File: config.mk
export PLATFORM = sky130hd
export DESIGN_NAME = cmp_front
export DESIGN_NICKNAME = d
export VERILOG_FILES = /design/src/hdl/cmp_pkg.sv /design/src/hdl/cmp_front.sv
export SDC_FILE = /design/constraint.sdc
export NUM_CORES = 1
export LEC_CHECK = 0
export BUFFER_PORTS_ARGS = -buffer_cell sky130_fd_sc_hd__buf_2
export CORE_AREA = 2 2 602 604
export DETAILED_ROUTE_END_ITERATION = 12
export DIE_AREA = 0 0 604 606
export PLACE_DENSITY = 0.37
export SETUP_SLACK_MARGIN = 0.02
export SYNTH_ARGS = -nofsm -noshare
export SYNTH_HDL_FRONTEND = slang
export SYNTH_SLANG_ARGS = --single-unit
export TNS_END_PERCENT = 20
File: constraint.sdc
create_clock -name clk -period 64.8 [get_ports clk]
set_clock_uncertainty 0.1 [all_clocks]
set_input_delay 9.72 -clock clk [delete_from_list [all_inputs] [get_ports clk]]
set_output_delay 9.72 -clock clk [all_outputs]
set_load 0.03 [all_outputs]
File: src/hdl/cmp_pkg.sv
// shared types, constants, arithmetic helpers and the sequencer program
package cmp_pkg;

  localparam int FRAC_BITS = 48;
  localparam int GUARD_W   = 49;

  // det_guard_floor register; paddr[2:0] select bytes within the 64-bit word
  localparam logic [3:0] ADDR_GUARD = 4'h0;

  localparam logic signed [63:0] FX_ONE   = 64'sh1 << FRAC_BITS;
  localparam logic signed [63:0] FX_THIRD = FX_ONE / 3;
  localparam logic signed [63:0] FX_MAX   = {1'b0, {63{1'b1}}};
  localparam logic signed [63:0] FX_MIN   = {1'b1, {63{1'b0}}};

  // floor(x / 3) for x below 2^49 as (x * DIV3_MUL) >> DIV3_SHIFT
  localparam logic [63:0] DIV3_MUL   = 64'h0002_AAAA_AAAA_AAAB;
  localparam int          DIV3_SHIFT = 51;

  localparam logic [255:0] CUBE_LIM = 256'h1 << (4 * FRAC_BITS);

  typedef struct packed {
    logic signed [63:0] metric_xx;
    logic signed [63:0] metric_xy;
    logic signed [63:0] metric_xz;
    logic signed [63:0] metric_yy;
    logic signed [63:0] metric_yz;
    logic signed [63:0] metric_zz;
    logic signed [63:0] curv_xx;
    logic signed [63:0] curv_xy;
    logic signed [63:0] curv_xz;
    logic signed [63:0] curv_yy;
    logic signed [63:0] curv_yz;
    logic signed [63:0] curv_zz;
  } item_t;

  typedef struct packed {
    logic signed [63:0] proj_metric_xx;
    logic signed [63:0] proj_metric_xy;
    logic signed [63:0] proj_metric_xz;
    logic signed [63:0] proj_metric_yy;
    logic signed [63:0] proj_metric_yz;
    logic signed [63:0] proj_metric_zz;
    logic signed [63:0] proj_curv_xx;
    logic signed [63:0] proj_curv_xy;
    logic signed [63:0] proj_curv_xz;
    logic signed [63:0] proj_curv_yy;
    logic signed [63:0] proj_curv_yz;
    logic signed [63:0] proj_curv_zz;
  } result_t;

  typedef struct packed {
    logic  valid;
    item_t item;
  } queue_head_t;

  typedef struct packed {
    logic         start;
    logic [2:0]   nwords;
    logic [191:0] a;
    logic [63:0]  b;
  } mul_req_t;

  typedef enum logic [3:0] {
    S_IDLE, S_LOAD, S_FETCH, S_EXEC, S_MWAIT, S_DIV, S_CROOT, S_CWAIT, S_PUSH
  } back_state_t;

  typedef enum logic [2:0] {OP_MUL, OP_ADD, OP_SUB, OP_FACT, OP_END} op_t;

  // register file slots; metric and curvature slots follow input order
  localparam logic [4:0] R_G0 = 5'd0;
  localparam logic [4:0] R_G1 = 5'd1;
  localparam logic [4:0] R_G2 = 5'd2;
  localparam logic [4:0] R_G3 = 5'd3;
  localparam logic [4:0] R_G4 = 5'd4;
  localparam logic [4:0] R_G5 = 5'd5;
  localparam logic [4:0] R_A0 = 5'd6;
  localparam logic [4:0] R_A1 = 5'd7;
  localparam logic [4:0] R_A2 = 5'd8;
  localparam logic [4:0] R_A3 = 5'd9;
  localparam logic [4:0] R_A4 = 5'd10;
  localparam logic [4:0] R_A5 = 5'd11;
  localparam logic [4:0] R_D  = 5'd12;
  localparam logic [4:0] R_T  = 5'd13;
  localparam logic [4:0] R_S  = 5'd14;
  localparam logic [4:0] R_U  = 5'd15;
  localparam logic [4:0] R_V  = 5'd16;
  localparam logic [4:0] R_F  = 5'd17;
  localparam logic [4:0] R_ZERO  = 5'd30;
  localparam logic [4:0] R_THIRD = 5'd31;

  localparam logic [3:0] LOAD_LAST = 4'd11;

  typedef struct packed {
    op_t        op;
    logic [4:0] dst;
    logic [4:0] src1;
    logic [4:0] src2;
    logic       out_en;
    logic [3:0] out_idx;
  } instr_t;

  function automatic logic signed [63:0] fx_add(logic signed [63:0] a,
                                                logic signed [63:0] b);
    logic signed [64:0] s;
    s = {a[63], a} + {b[63], b};
    if (s[64] != s[63]) return s[64] ? FX_MIN : FX_MAX;
    return s[63:0];
  endfunction

  function automatic logic signed [63:0] fx_sub(logic signed [63:0] a,
                                                logic signed [63:0] b);
    logic signed [64:0] s;
    s = {a[63], a} - {b[63], b};
    if (s[64] != s[63]) return s[64] ? FX_MIN : FX_MAX;
    return s[63:0];
  endfunction

  // sign, floor shift and saturation of a magnitude product
  function automatic logic signed [63:0] fx_mul_post(logic [127:0] p, logic neg);
    logic signed [127:0] sp;
    logic signed [127:0] sh;
    sp = neg ? (128'd0 - p) : p;
    sh = sp >>> FRAC_BITS;
    if (sh[127:63] == {65{sh[63]}}) return sh[63:0];
    return sp[127] ? FX_MIN : FX_MAX;
  endfunction

  function automatic instr_t mk(op_t op, logic [4:0] d, logic [4:0] s1,
                                logic [4:0] s2, logic oe, logic [3:0] oi);
    instr_t r;
    r.op      = op;
    r.dst     = d;
    r.src1    = s1;
    r.src2    = s2;
    r.out_en  = oe;
    r.out_idx = oi;
    return r;
  endfunction

  function automatic instr_t cmp_prog(logic [6:0] pc);
    case (pc)
      // determinant
      7'd0:  return mk(OP_MUL, R_T, R_G2, R_G2, 1'b0, 4'd0);
      7'd1:  return mk(OP_MUL, R_T, R_T, R_G3, 1'b0, 4'd0);
      7'd2:  return mk(OP_SUB, R_D, R_ZERO, R_T, 1'b0, 4'd0);
      7'd3:  return mk(OP_MUL, R_T, R_G1, R_G2, 1'b0, 4'd0);
      7'd4:  return mk(OP_MUL, R_T, R_T, R_G4, 1'b0, 4'd0);
      7'd5:  return mk(OP_ADD, R_T, R_T, R_T, 1'b0, 4'd0);
      7'd6:  return mk(OP_ADD, R_D, R_D, R_T, 1'b0, 4'd0);
      7'd7:  return mk(OP_MUL, R_T, R_G4, R_G4, 1'b0, 4'd0);
      7'd8:  return mk(OP_MUL, R_T, R_G0, R_T, 1'b0, 4'd0);
      7'd9:  return mk(OP_SUB, R_D, R_D, R_T, 1'b0, 4'd0);
      7'd10: return mk(OP_MUL, R_T, R_G1, R_G1, 1'b0, 4'd0);
      7'd11: return mk(OP_MUL, R_T, R_T, R_G5, 1'b0, 4'd0);
      7'd12: return mk(OP_SUB, R_D, R_D, R_T, 1'b0, 4'd0);
      7'd13: return mk(OP_MUL, R_T, R_G0, R_G3, 1'b0, 4'd0);
      7'd14: return mk(OP_MUL, R_T, R_T, R_G5, 1'b0, 4'd0);
      7'd15: return mk(OP_ADD, R_D, R_D, R_T, 1'b0, 4'd0);
      7'd16: return mk(OP_FACT, R_F, R_D, R_D, 1'b0, 4'd0);
      // scaled metric
      7'd17: return mk(OP_MUL, R_G0, R_G0, R_F, 1'b1, 4'd0);
      7'd18: return mk(OP_MUL, R_G1, R_G1, R_F, 1'b1, 4'd1);
      7'd19: return mk(OP_MUL, R_G2, R_G2, R_F, 1'b1, 4'd2);
      7'd20: return mk(OP_MUL, R_G3, R_G3, R_F, 1'b1, 4'd3);
      7'd21: return mk(OP_MUL, R_G4, R_G4, R_F, 1'b1, 4'd4);
      7'd22: return mk(OP_MUL, R_G5, R_G5, R_F, 1'b1, 4'd5);
      // trace
      7'd23: return mk(OP_MUL, R_T, R_A4, R_G0, 1'b0, 4'd0);
      7'd24: return mk(OP_MUL, R_T, R_T, R_G4, 1'b0, 4'd0);
      7'd25: return mk(OP_ADD, R_T, R_T, R_T, 1'b0, 4'd0);
      7'd26: return mk(OP_SUB, R_S, R_ZERO, R_T, 1'b0, 4'd0);
      7'd27: return mk(OP_MUL, R_T, R_A0, R_G3, 1'b0, 4'd0);
      7'd28: return mk(OP_MUL, R_T, R_T, R_G5, 1'b0, 4'd0);
      7'd29: return mk(OP_ADD, R_S, R_S, R_T, 1'b0, 4'd0);
      7'd30: return mk(OP_MUL, R_T, R_A5, R_G3, 1'b0, 4'd0);
      7'd31: return mk(OP_MUL, R_U, R_A3, R_G5, 1'b0, 4'd0);
      7'd32: return mk(OP_ADD, R_T, R_T, R_U, 1'b0, 4'd0);
      7'd33: return mk(OP_MUL, R_T, R_G0, R_T, 1'b0, 4'd0);
      7'd34: return mk(OP_ADD, R_S, R_S, R_T, 1'b0, 4'd0);
      7'd35: return mk(OP_MUL, R_T, R_A4, R_G1, 1'b0, 4'd0);
      7'd36: return mk(OP_MUL, R_U, R_A2, R_G3, 1'b0, 4'd0);
      7'd37: return mk(OP_SUB, R_T, R_T, R_U, 1'b0, 4'd0);
      7'd38: return mk(OP_MUL, R_U, R_A1, R_G4, 1'b0, 4'd0);
      7'd39: return mk(OP_ADD, R_T, R_T, R_U, 1'b0, 4'd0);
      7'd40: return mk(OP_MUL, R_T, R_G2, R_T, 1'b0, 4'd0);
      7'd41: return mk(OP_MUL, R_U, R_A2, R_G4, 1'b0, 4'd0);
      7'd42: return mk(OP_MUL, R_V, R_A1, R_G5, 1'b0, 4'd0);
      7'd43: return mk(OP_SUB, R_U, R_U, R_V, 1'b0, 4'd0);
      7'd44: return mk(OP_MUL, R_U, R_G1, R_U, 1'b0, 4'd0);
      7'd45: return mk(OP_ADD, R_T, R_T, R_U, 1'b0, 4'd0);
      7'd46: return mk(OP_ADD, R_T, R_T, R_T, 1'b0, 4'd0);
      7'd47: return mk(OP_ADD, R_S, R_S, R_T, 1'b0, 4'd0);
      7'd48: return mk(OP_MUL, R_T, R_G1, R_G1, 1'b0, 4'd0);
      7'd49: return mk(OP_MUL, R_T, R_A5, R_T, 1'b0, 4'd0);
      7'd50: return mk(OP_SUB, R_S, R_S, R_T, 1'b0, 4'd0);
      7'd51: return mk(OP_MUL, R_T, R_G2, R_G2, 1'b0, 4'd0);
      7'd52: return mk(OP_MUL, R_T, R_A3, R_T, 1'b0, 4'd0);
      7'd53: return mk(OP_SUB, R_S, R_S, R_T, 1'b0, 4'd0);
      7'd54: return mk(OP_MUL, R_T, R_G4, R_G4, 1'b0, 4'd0);
      7'd55: return mk(OP_MUL, R_T, R_A0, R_T, 1'b0, 4'd0);
      7'd56: return mk(OP_SUB, R_S, R_S, R_T, 1'b0, 4'd0);
      7'd57: return mk(OP_MUL, R_T, R_THIRD, R_S, 1'b0, 4'd0);
      // trace removal
      7'd58: return mk(OP_MUL, R_U, R_T, R_G0, 1'b0, 4'd0);
      7'd59: return mk(OP_SUB, R_U, R_A0, R_U, 1'b1, 4'd6);
      7'd60: return mk(OP_MUL, R_U, R_T, R_G1, 1'b0, 4'd0);
      7'd61: return mk(OP_SUB, R_U, R_A1, R_U, 1'b1, 4'd7);
      7'd62: return mk(OP_MUL, R_U, R_T, R_G2, 1'b0, 4'd0);
      7'd63: return mk(OP_SUB, R_U, R_A2, R_U, 1'b1, 4'd8);
      7'd64: return mk(OP_MUL, R_U, R_T, R_G3, 1'b0, 4'd0);
      7'd65: return mk(OP_SUB, R_U, R_A3, R_U, 1'b1, 4'd9);
      7'd66: return mk(OP_MUL, R_U, R_T, R_G4, 1'b0, 4'd0);
      7'd67: return mk(OP_SUB, R_U, R_A4, R_U, 1'b1, 4'd10);
      7'd68: return mk(OP_MUL, R_U, R_T, R_G5, 1'b0, 4'd0);
      7'd69: return mk(OP_SUB, R_U, R_A5, R_U, 1'b1, 4'd11);
      default: return mk(OP_END, R_T, R_T, R_T, 1'b0, 4'd0);
    endcase
  endfunction

endpackage

File: src/hdl/cmp_front.sv
// input queue that takes grid points while the sequencer is busy
module cmp_front import cmp_pkg::*; (
  input  logic        clk,
  input  logic        rst,
  input  item_t       item,
  input  logic        item_valid,
  output logic        item_ready,
  output queue_head_t head,
  input  logic        pop
);

  item_t      entries [2];
  logic       wptr;
  logic       rptr;
  logic [1:0] count;
  logic       push;

  assign item_ready = (count != 2'd2);
  assign push       = item_valid && item_ready;
  assign head.valid = (count != 2'd0);
  assign head.item  = entries[rptr];

  always_ff @(posedge clk) begin
    if (push) begin
      entries[wptr] <= item;
    end
    if (rst) begin
      wptr  <= 1'b0;
      rptr  <= 1'b0;
      count <= 2'd0;
    end else begin
      if (push) wptr <= ~wptr;
      if (pop) rptr <= ~rptr;
      count <= count + {1'b0, push} - {1'b0, pop};
    end
  end

endmodule

======== Word-level counts from Yosys, hierarchy flattened ========
Memories as Yosys holds them, arrays and structs flattened. A register that Yosys moved wholly into a read port is not among the register bits.
Index checks and enable logic that the tools add are counted.
W data, S select, Z words.
word-level totals
  memories ................................ 1
  RAM bits ................................ 1536
  bits in registers ....................... 4
  output and inout port bits .............. 770
  bits of input ports ..................... 772
  word-level logic and storage cells ...... 15
cells by class
  reductions and logical operators ........ 2
  multiplexer cells ....................... 4
  equality and inequality tests ........... 1
  bitwise operators ....................... 2
  $add $sub $neg .......................... 2
memories
  memory   depth  width  rd ports  clocked after memory_dff  wr ports  line             source
  entries  2      768    1         1                         1         cmp_front.sv:12  item_t entries [2];
operator list
  cell                  count
  $mux W1               4
  $add A2 B1 Y2         1
  $ne A2 B2 Y1 const B  1
  $not A1 Y1            2
  $reduce_bool A2 Y1    1
  $sub A2 B1 Y2         1
  $logic_and A1 B1 Y1   1

======== Longest topological paths before layout ========
  word-level depth ........................ 4
  gate-level depth with buffers ........... 7
  depth with buffers taken out ............ 7

======== Least setup slack after synthesis ========
Ideal clock, no wire load.
  kind .................................... input to register
  start point ............................. input item_valid
  end point ............................... memory entries[1][0] in the netlist's numbering, enable pin
  required time ........................... 63456 ps
  buffers on the path ..................... 0
  setup slack ............................. 36318 ps
  arrival time ............................ 27138 ps
  library setup time ...................... 1244 ps
  stages .................................. 1
  cells stage by stage .................... and3_1
between the ends
  longest elaborated chain between the ends .. 3
RTL lines
  element                        line             source
  from (decl)                    cmp_front.sv:6   input logic item_valid,
  $logic_and A1 B1 Y1            cmp_front.sv:19  assign push = item_valid && item_ready;
  $mux W1                        cmp_front.sv:24  if (push) begin
  $mux W1 (implied by the code)  cmp_front.sv:25  entries[wptr] <= item;
  to (decl)                      cmp_front.sv:12
No other way between the ends.

==> impl_table.tex <==
\begin{tabular}{lr}
\hline
Metric & Value \\
\hline
\multicolumn{2}{l}{\textbf{STA}} \\
Crit path setup slack, layout & 49.53 ns \\
Clock period minus final worst setup slack & 15.27 ns \\
Setup violations, final & 0 \\
Max-slew violation count & 0 \\
Unrepaired setup endpoints after global routing & false \\
Relative slew slack & 25.2\% \\
Sum of negative setup slack & 0 ns \\
Fin crit share & 23.6\% \\
Hold Vio Cnt, Final & 0 \\
Maximum clock rate & 65.5 MHz \\
Transition time at the pin with the least slew margin & 1.12 ns \\
\multicolumn{2}{l}{\textbf{Route}} \\
Detailed-route DRC error count & 0 \\
Antenna Nets Post-Route & 0 \\
Final Routed Wirelength & 240,000 um \\
Via count of the routed design & 31,038 \\
Pre-Repair DR Iteration Count & 6 \\
Via-to-Cell Ratio & 3.40 \\
Number of design-rule violations left by the first detailed-router iteration & 2,224 \\
DR WL/cell & 26.3 um \\
\multicolumn{2}{l}{\textbf{Logic synthesis}} \\
Total nets after synthesis & 3,191 \\
Seq/Total Area, Yosys & 83.1\% \\
Instance count of the mapped netlist & 2,418 \\
Distinct cell type count of the synthesized netlist & 23 \\
Most frequently used cell type in the post-synthesis netlist & sky130\_fd\_sc\_hd\_\_edfxtp\_1 \\
Mean post-synth cell area & 23.0 um2 \\
Count of yosys warnings during synthesis & 0 \\
Cell type contributing the most total cell area after synthesis & sky130\_fd\_sc\_hd\_\_edfxtp\_1 \\
Post-synthesis async set-or-reset flop share & 0\% \\
Top post-synthesis cells by area & sky130\_fd\_sc\_hd\_\_edfxtp\_1 (83\%), sky130\_fd\_sc\_hd\_\_mux2\_2 (16\%), sky130\_fd\_sc\_hd\_\_buf\_4 (0.82\%) \\
Total of flip-flops plus latches after synthesis & 1,541 \\
Most frequent cells after synthesis & sky130\_fd\_sc\_hd\_\_edfxtp\_1 (1,536), sky130\_fd\_sc\_hd\_\_mux2\_2 (768), sky130\_fd\_sc\_hd\_\_buf\_4 (61), sky130\_fd\_sc\_hd\_\_buf\_2 (18), sky130\_fd\_sc\_hd\_\_buf\_6 (6) \\
Dominant register cell in the synthesized netlist & sky130\_fd\_sc\_hd\_\_edfxtp\_1 \\
Number of flops mapped to enable cells by yosys & 1,536 \\
Syn Std Cell Area & 0.0556 mm2 \\
Share of the synthesized area in the top cell type & 82.9\% \\
\multicolumn{2}{l}{\textbf{Global routing}} \\
All-Layer GR Usage & 12.4\% \\
Antenna violations before repair & 266 \\
Largest net degree at the start of global routing & 145 \\
Wire length of the first global-routing pass & 302,000 um \\
GRT overflow & 0 \\
Via count of the first global-routing pass & 31,261 \\
\multicolumn{2}{l}{\textbf{Floorplan}} \\
Number of top-level pins & 1,542 \\
Die footprint & 0.366 mm2 \\
Area of the core & 0.360 mm2 \\
Height of the chip & 606 um \\
Starting Density & 15.4\% \\
FP Rows & 221 \\
Die span in x & 604 um \\
\multicolumn{2}{l}{\textbf{Clocking}} \\
CTS tree & yes \\
Total clock buffers created by CTS & 191 \\
Number of buffers inserted for hold repair after clock tree synthesis & 0 \\
Num Clock Sinks & 1,541 \\
H-tree levels & 4 \\
Root Buffer & sky130\_fd\_sc\_hd\_\_clkbuf\_16 \\
Setup repair bufs after CTS & 0 \\
PostCTS Resize Cnt & 0 \\
Clock edge transition at the registers on the reported setup and hold paths & 0.05 ns \\
Clock insertion delay at the later pin of the skew report & 0.85 ns \\
Maximum number of buffers from clock root to sink & 4 \\
\multicolumn{2}{l}{\textbf{Placed design}} \\
Post-placement worst setup slack & 49.92 ns \\
Cell area after placement & 0.0691 mm2 \\
Port Buf Inserts & 1,541 \\
Detailed placement HPWL & 189,000 um \\
GPL Wtd Cong & 0.813 \\
\multicolumn{2}{l}{\textbf{Setup path}} \\
Register-to-register setup slack & 59.38 ns \\
Kind of start point of the critical path & register \\
Worst setup EP type & output port \\
Maximum fanout encountered on the critical timing path & 113 \\
Reg2Reg Launch Point & count[0]\$\_SDFF\_PP0\_ \\
Depth of the worst register-to-register path & 8 \\
Data arrival time of the critical path & 5.45 ns \\
Capture instance of the worst register-to-register path & entries[0][547]\$\_DFFE\_PP\_ \\
Classification of the worst setup path & reg -> out \\
Worst path required time & 54.98 ns \\
Last element of the critical path & head[639] \\
\multicolumn{2}{l}{\textbf{Pwr}} \\
Total power per unit cell area & 35.6 mW/mm2 \\
VDD IR max & 20.9 uV \\
Overall power of the completed layout & 2.68 mW \\
Leakage & 26.5 nW \\
\multicolumn{2}{l}{\textbf{Min path}} \\
Worst hold-check path type & reg -> reg \\
Launch point of the worst hold path & rptr\$\_SDFFE\_PP0P\_ \\
\multicolumn{2}{l}{\textbf{Outcome}} \\
Result of the run & complete, no violations \\
\multicolumn{2}{l}{\textbf{Finish}} \\
Fin util & 20.9\% \\
Post-route cell area & 0.0753 mm2 \\
Fraction of final layout cells sized beyond drive strength 1 & 61.5\% \\
Layout overhead on the synthesized area & 35.4\% \\
Nets & 4,872 \\
Count of fill cells added during filler insertion & 38,260 \\
\multicolumn{2}{l}{\textbf{Flow run}} \\
Total of max-cap violations & 0 \\
\hline
\end{tabular}
state kept, by name (all words and copies together), names as in the netlist, named ones only:
| register | flops |
|---|---|
| count | 2 |
| entries | 1536 |
| rptr | 1 |
| wptr | 1 |
worst min-delay path by stage:
stage	depth (start not counted)	slack (ns)	to
6_report	2	0.42	rptr$_SDFFE_PP0P_
5_1_grt	2	0.47	rptr$_SDFFE_PP0P_
4_1_cts	2	0.42	register
3_5_place_dp	2	0.39	register
3_3_place_gp	2	0.40	rptr$_SDFFE_PP0P_
2_1_floorplan	2	0.38	register
kinds of logic after synthesis:
family / after synthesis / share of synthesized area [%]
compound gates: 4 / 0.0562
xor+xnor: 2 / 0.0315
fa+ha+maj: 1 / 0.0225
buf+inv: 89 / 1.13
flops: 1541 / 83.1
mux: 768 / 15.5
simple gates: 13 / 0.142
placed cells by master, fill, tap and decap left out:
master                       Yosys  layout
sky130_fd_sc_hd__inv_8           0       2
sky130_fd_sc_hd__buf_4          61      25
sky130_fd_sc_hd__nand3b_1        1       1
sky130_fd_sc_hd__nand2b_1        1       1
sky130_fd_sc_hd__dfxtp_1         5       4
sky130_fd_sc_hd__and3_4          0       1
sky130_fd_sc_hd__mux2_2        768     768
sky130_fd_sc_hd__or4b_1          1       1
sky130_fd_sc_hd__buf_12          0       7
sky130_fd_sc_hd__diode_2         0      88
sky130_fd_sc_hd__clkinv_16       0       4
sky130_fd_sc_hd__clkinv_8        0       1
sky130_fd_sc_hd__clkbuf_8        0       4
sky130_fd_sc_hd__buf_2          18    1541
sky130_fd_sc_hd__inv_1           4       3
sky130_fd_sc_hd__dfxtp_4         0       1
sky130_fd_sc_hd__clkinv_4        0       2
sky130_fd_sc_hd__nand4b_1        1       1
sky130_fd_sc_hd__edfxtp_1     1536    1536
sky130_fd_sc_hd__inv_16          0       1
sky130_fd_sc_hd__clkinvlp_4      0       9
sky130_fd_sc_hd__a21oi_1         1       1
sky130_fd_sc_hd__bufinv_16       0      12
sky130_fd_sc_hd__xnor2_1         2       2
sky130_fd_sc_hd__a21bo_2         1       1
sky130_fd_sc_hd__clkbuf_16       0     195
sky130_fd_sc_hd__clkinv_1        0      38
sky130_fd_sc_hd__nand4_1         2       2
sky130_fd_sc_hd__nand2_1         1       1
sky130_fd_sc_hd__or2_2           1       1
sky130_fd_sc_hd__nor2_1          3       3
sky130_fd_sc_hd__clkbuf_1        0      36
sky130_fd_sc_hd__clkinv_2        0      30
sky130_fd_sc_hd__nor2b_1         1       1
sky130_fd_sc_hd__inv_6           0       4
sky130_fd_sc_hd__a2111oi_0       1       1
sky130_fd_sc_hd__a21boi_0        1       1
sky130_fd_sc_hd__ha_1            1       1
metrics by stage:
step	cells	hold slack [ns]
2_1_floorplan	2418	0.380
3_3_place_gp	8700	0.398
3_5_place_dp	8700	0.395
4_1_cts	9037	0.418
5_1_grt	9086	0.473
6_report	9125	0.419
worst max-delay path, stage by stage, from the launching register on:
cell	delay [ns]
sky130_fd_sc_hd__dfxtp_4	0.80
sky130_fd_sc_hd__buf_12	0.49
sky130_fd_sc_hd__buf_4	0.61
sky130_fd_sc_hd__buf_4	0.72
sky130_fd_sc_hd__buf_4	0.88
sky130_fd_sc_hd__mux2_2	0.43
sky130_fd_sc_hd__buf_2	0.18
final cells by class:
cell class | count | area [um2] | share of cell area (%)
flip-flops and latches | 1541 | 46200 | 61.4
repair buffers | 1573 | 8040 | 10.7
diodes | 88 | 220 | 0.292
clock buffers | 235 | 5070 | 6.73
well taps | 4794 | 6000 | 7.96
inverters | 4 | 22.5 | 0.0299
multi-input cells | 788 | 8790 | 11.7
clock inverters | 102 | 941 | 1.25
layer usage:
metal	track usage, %	wire length, um	vias to the layer above
li1	-	-	13225
met1	12.9	85000	15588
met2	21.1	119000	1474
met3	5.85	24000	641
met4	6.19	12000	110
met5	0.183	750	-
where the power goes:
part | internal (mW) | switching (mW) | leakage, nW
sequential | 1.20 | 0.0198 | 14.4
clock | 0.603 | 0.429 | 2.92
combinational | 0.125 | 0.306 | 9.18
Note: power is estimated with default switching activity, not from simulation.
